## config.mk

```make
export PLATFORM = sky130hd
export DESIGN_NAME = rsrd_scale
export DESIGN_NICKNAME = d
export VERILOG_FILES = /design/src/design/rsrd_pkg.sv /design/src/design/rsrd_scale.sv
export SDC_FILE = /design/constraint.sdc
export NUM_CORES = 1
export LEC_CHECK = 0
export BUFFER_PORTS_ARGS = -buffer_cell sky130_fd_sc_hd__buf_2
export CORE_MARGIN = 5
export CORE_UTILIZATION = 45
export DETAILED_ROUTE_END_ITERATION = 16
export GPL_TIMING_DRIVEN = 1
export PLACE_DENSITY = 0.69
export SETUP_SLACK_MARGIN = 0.3
export SKIP_LAST_GASP = 1
export SYNTH_ARGS = -nofsm -noshare
export SYNTH_HDL_FRONTEND = slang
export SYNTH_SLANG_ARGS = --single-unit
export TNS_END_PERCENT = 100
```

## constraint.sdc

```tcl
create_clock -name vclk -period 9.41
set_clock_uncertainty 0.05 [all_clocks]
set_input_delay 1.882 -clock vclk [all_inputs]
set_output_delay 1.882 -clock vclk [all_outputs]
set_load 0.005 [all_outputs]
```

## src/design/rsrd_pkg.sv

```systemverilog
// rsrd_pkg: shared types, codes and constants of the rgbe scanline run-length decoder
`default_nettype none

package rsrd_pkg;

    // fixed field widths
    localparam int LINE_W_BITS   = 13;
    localparam int DEF_MAX_WIDTH = 4096;
    localparam int COLUMN_BITS   = 12;

    // exponent bias of the shared rgbe exponent
    localparam int EXP_BIAS = 128;

    // result status codes
    typedef enum logic [1:0] {
        STATUS_OK    = 2'd0,
        STATUS_WIDTH = 2'd1,
        STATUS_RUN   = 2'd2
    } status_t;

    // scanline parse phase
    typedef enum logic [1:0] {
        PH_HEADER,
        PH_CODE,
        PH_FILL,
        PH_LITERAL
    } phase_t;

    // sequencer states
    typedef enum logic [2:0] {
        S_IDLE,
        S_PUT,
        S_RD_G,
        S_RD_B,
        S_CONV,
        S_PUSH,
        S_DONE,
        S_ERR
    } seq_state_t;

    // one converted pixel
    typedef struct packed {
        logic [31:0] red;
        logic [31:0] green;
        logic [31:0] blue;
    } pixel_t;

endpackage

`default_nettype wire

```

## src/design/rsrd_scale.sv

```systemverilog
// rsrd_scale: one rgbe mantissa and exponent to ieee single bits, with double rounding
`default_nettype none

module rsrd_scale (
    input  logic [7:0]  mant,
    input  logic [7:0]  expo,
    output logic [31:0] bits
);
    import rsrd_pkg::*;

    logic [39:0]        rep;
    logic [2:0]         lead;
    logic               rnd;
    logic [23:0]        sig;
    logic signed [10:0] bexp;
    logic signed [10:0] expsum;
    logic [3:0]         shift;
    logic [23:0]        shifted;
    logic [23:0]        mask;
    logic               guard;
    logic               sticky;

    // m/255 is the 8-bit pattern of m repeated; round to 24 bits, sticky is always set
    always_comb
    begin
        rep     = {5{mant}};
        lead    = 3'd0;
        rnd     = 1'b0;
        sig     = 24'd0;
        bexp    = 11'sd0;
        expsum  = 11'sd0;
        shift   = 4'd0;
        shifted = 24'd0;
        mask    = 24'd0;
        guard   = 1'b0;
        sticky  = 1'b0;
        bits    = 32'd0;
        for (int i = 0; i < 8; i++)
        begin
            if (mant[i])
            begin
                lead = 3'(i);
            end
        end
        if (mant == 8'hFF)
        begin
            sig  = 24'h800000;
            bexp = 11'sd127;
        end
        else
        begin
            sig  = rep[6'(lead) + 6'd9 +: 24];
            rnd  = rep[6'(lead) + 6'd8];
            sig  = sig + 24'(rnd);
            bexp = 11'sd119 + $signed({8'd0, lead});
        end
        expsum = bexp + $signed({3'd0, expo}) - 11'(EXP_BIAS);
        if (mant == 8'd0)
        begin
            bits = 32'd0;
        end
        else if (expsum > 11'sd0)
        begin
            bits = {1'b0, expsum[7:0], sig[22:0]};
        end
        else
        begin
            // subnormal product, round to nearest even
            shift   = 4'(11'sd1 - expsum);
            shifted = sig >> shift;
            guard   = sig[shift - 4'd1];
            mask    = (24'd1 << (shift - 4'd1)) - 24'd1;
            sticky  = |(sig & mask);
            bits    = 32'(shifted) + 32'(guard && (sticky || shifted[0]));
        end
    end

endmodule

`default_nettype wire

```

==> metrics list <==
- Routed wire length: 17800 µm
* Mapped Cells: 620
- After synthesis the cells add up to between 3000 and 4000 µm².
- Register Area: 0 µm²
- Across the run, the number of max-cap violations was 0.
- Synthesis-to-finish area growth: 13.7%
- The worst pin sits at a relative slew slack of 0.402.
* DRC violation total after the first TritonRoute iteration: ~560
* Minimum clock period: 8.90 ns
- Traced cell by cell, the critical path runs through buf_2 > nand2b_1 > a211o_1 > nand2_1 > inv_1 > ha_1 > nand2_1 > inv_1 > fa_2 > buf_12 > ha_1 > xor2_2 > buf_4 > nor3_1 > o31ai_2 > a311oi_2 > a41oi_1 > nor2_1 > a2111oi_1 > o2111ai_1 > a211oi_2 > o21bai_1 > a32o_1 > buf_2.
* Placed Area: 4370 µm²
- After detailed routing, the number of vias per cell comes to 7.16.
- Final design instance area without fill: 4480 µm²
- The first global-routing pass estimated 27600 µm of wire.
* Number of top-level design ports: 48
* Sequential share of power: 0
- The count of final hold-check violations is 0.
- Endpoints failing setup: 0
* Post-layout net count: 692
- Hold Path Class: primary input to output pin
- Compound-cell area share of the yosys netlist: 0.470
- Share of total power in combinational logic: 1.000
- The Yosys step of the flow raised 0 warnings.
- 0 antenna diodes ended up in the layout.
* X dimension of the die: 104 µm
* Switching power as a share of total power: 0.640
- Number of core rows: 34
* Total DRC errors in the routed layout: 0
- Once detailed placement completed, the half-perimeter wirelength came to 13700 µm.
- Before antenna repair, the detailed router went through 7 iterations.
* Total overflow reported by the global router: 0
- Power spread over the standard cell area amounts to 164 nW/µm².
- Of the post-synthesis cell area, the part taken by muxes is 0.0232.
- GRT Util Overall: 0.308
* Maximum operating frequency: 112 MHz
- For the worst setup path, the data required time is about 7.5 ns.
* Met3 Wirelength: 2080 µm
- Kind of critical path: primary input to output pin
- The share of total power dissipated in the clock network is 0.
- Number of global-route vias before repair: 4977
- GPL Wtd Cong: 1.05
- Dividing the detail-routed wire length by the instance count gives between 20 and 25 µm.
* Simple-gate share of the synthesized area: 0.332
- Unique masters post-synth: 94
- Portion of the post-synthesis area used by sequential elements: 0
- Total routed wire length on the met1 layer: 7310 µm
- Post-Synthesis Mean Instance Area: 6.35 µm²
- Setup repair after global routing could not meet its margin everywhere.
- The flow ran to the end, and the final reports show no timing, DRC or antenna violations.
* Vias after detailed routing: 5487
- Wire segments on met2 add up to 7580 µm in the final route.
- Internal Pwr Total: 263 µW
- Area of the die: 10700 µm²
* Overall die height: 104 µm
- Worst hold start: expo[7]
- Endpoint kind of the worst setup timing path: output pin
- Worst-path maximum fanout: 47
- Nets in the synthesized netlist: 652
- Maximum number of pins on one net before global-route repair: 48
- The initial utilization of the core area, before any placement, comes to 0.456.
- At the worst endpoint, the arrival time is 6.96 ns.
* Post-DRT Antenna Nets: 0
- By area, the combinational part of the netlist is dominated by compound AO/OA/AOI/OAI gates.
* Peak ir drop on the vdd network: roughly 0.000063 V
* Crit path max-delay cell type: sky130_fd_sc_hd__fa_2
- Sum of buffers and inverters on the critical path: 6
* Core Footprint: 8640 µm²
* Number of pins exceeding their max-slew limit in the final report: 0
* Switching pwr: 469 µW
- Post-synthesis xor/xnor area fraction: 0.0540
- For the pin with the worst max-slew slack, the measured transition is about 0.89 ns.
- After layout, the clock buffer instance count stands at 0.
- In the finished design, the share of the clock period the worst path needs comes to 0.945.
* Seq Cell Count: 0
* Number of stages on the worst hold path: 4
- Area share of fa/ha/maj cells after synthesis: 0.0528
- Hold path endpoint: bits[30]
- The initial antenna violation count is 1.
* Crit-path leading delay family: compound AO/OA/AOI/OAI gates
* Instance count on the critical path: 24
- STA classifies the critical path startpoint as a primary input.
- Port-buffer cells: 47
- For this design the static power due to leakage is 0.00178 µW.
- Worst path max stage delay: 0.61 ns
- Setup total negative slack: 0 ns
* Share of final-layout standard cells stronger than drive strength 1: 0.199
- Highest layer used for signal routing: met4
-- Yosys cell counts (5+ instances only) --
| cell | n | share of area |
|---|---|---|
| sky130_fd_sc_hd__nor2b_1 | 5 | 0.0079 |
| sky130_fd_sc_hd__inv_1 | 16 | 0.015 |
| sky130_fd_sc_hd__xor2_1 | 6 | 0.013 |
| sky130_fd_sc_hd__nor4_1 | 6 | 0.0095 |
| sky130_fd_sc_hd__nor2_1 | 66 | 0.063 |
| sky130_fd_sc_hd__a21oi_1 | 33 | 0.042 |
| sky130_fd_sc_hd__nor3_1 | 21 | 0.027 |
| sky130_fd_sc_hd__xnor2_1 | 13 | 0.029 |
| sky130_fd_sc_hd__nand3_1 | 33 | 0.042 |
| sky130_fd_sc_hd__and2_1 | 7 | 0.011 |
| sky130_fd_sc_hd__a221oi_1 | 7 | 0.016 |
| sky130_fd_sc_hd__mux2i_1 | 8 | 0.020 |
| sky130_fd_sc_hd__nand2b_1 | 5 | 0.0079 |
| sky130_fd_sc_hd__o22ai_1 | 14 | 0.022 |
| sky130_fd_sc_hd__a211oi_1 | 5 | 0.0095 |
| sky130_fd_sc_hd__ha_1 | 15 | 0.048 |
| sky130_fd_sc_hd__o21a_1 | 6 | 0.011 |
| sky130_fd_sc_hd__o211ai_1 | 12 | 0.023 |
| sky130_fd_sc_hd__o21ai_0 | 52 | 0.066 |
| sky130_fd_sc_hd__a21o_1 | 8 | 0.015 |
| sky130_fd_sc_hd__nand2_1 | 78 | 0.074 |
| sky130_fd_sc_hd__o221ai_1 | 5 | 0.011 |
| sky130_fd_sc_hd__a31oi_1 | 9 | 0.014 |
| sky130_fd_sc_hd__nand4_1 | 7 | 0.011 |
| sky130_fd_sc_hd__clkbuf_1 | 30 | 0.029 |
| sky130_fd_sc_hd__buf_2 | 6 | 0.0076 |
| sky130_fd_sc_hd__o2111ai_1 | 7 | 0.016 |
| sky130_fd_sc_hd__o21ai_1 | 7 | 0.0089 |
-- power by group through the flow --
stage | Clock [µW] | Sequential (µW) | Combinational (µW)
floorplan | 0 | 0 | 489
global placement | 0 | 0 | 682
detailed placement | 0 | 0 | 684
CTS | 0 | 0 | 688
global route | 0 | 0 | 779
finish | 0 | 0 | 732
-- metrics by stage --
stage                     setup WS (ns)  utilization  hold slack (ns)  cells  total power (µW)
final                             0.513        0.518             4.09    766               732
after global routing              0.236        0.518             4.12    766               779
after CTS                         0.362        0.507             4.08    763               688
after detailed placement          0.163        0.506             4.08    763               684
after global placement            0.356        0.506             4.07    763               682
after floorplan                   0.302            -             3.85    620               489
-- worst max-delay path by stage --
stage	start	endpoint
2_1_floorplan	mant[2]	bits[0]
3_3_place_gp	mant[6]	bits[8]
3_5_place_dp	mant[5]	bits[0]
4_1_cts	mant[6]	bits[0]
5_1_grt	mant[2]	bits[0]
6_report	mant[2]	bits[0]
-- cells in the final DEF (no fill, tap or decap), drive strengths merged, types with 8 or more instances in the layout --
cell type  count
inv           19
nor4          10
a21oi         33
mux2i          8
buf           79
a221oi         8
nand2         79
ha            15
o211ai        14
a31oi         11
a21o           8
nor3          23
xnor2         13
o22ai         14
nand3         33
o21ai         61
nor2          66
-- per-layer routing --
metal | global-route usage | vias to the layer above
met3 | 0.0541 | 72
li1 | - | 2470
met5 | 0 | -
met2 | 0.468 | 392
met1 | 0.428 | 2553
met4 | 0.121 | 0
-- kinds of logic (layout without fill, tap and decap cells) --
family                   count (synthesis)  after routing
AND/OR/NAND/NOR                        260            260
other                                    1              1
XOR/XNOR                                21             21
adder cells (fa/ha/maj)                 16             16
AO/OA/AOI/OAI                          249            249
buffers and inverters                   64            102
multiplexers                             9              9
-- layout make-up --
class | instances | area (µm²)
Timing Repair Buffer | 81 | 508
Tap cell | 108 | 135
Fill cell | 905 | 4160
Inverter | 21 | 80.1
Multi-Input combinational cell | 556 | 3750
-- timing repair --
action | 4_1_cts | 5_1_grt
setup endpoints to repair | 1 | 10
hold buffers | 0 | 0
hold endpoints to repair | 0 | 0
buffers inserted | 0 | 3
pin swaps | 0 | 3
gates resized for setup | 3 | 17
(Power assumes the default switching activity.)
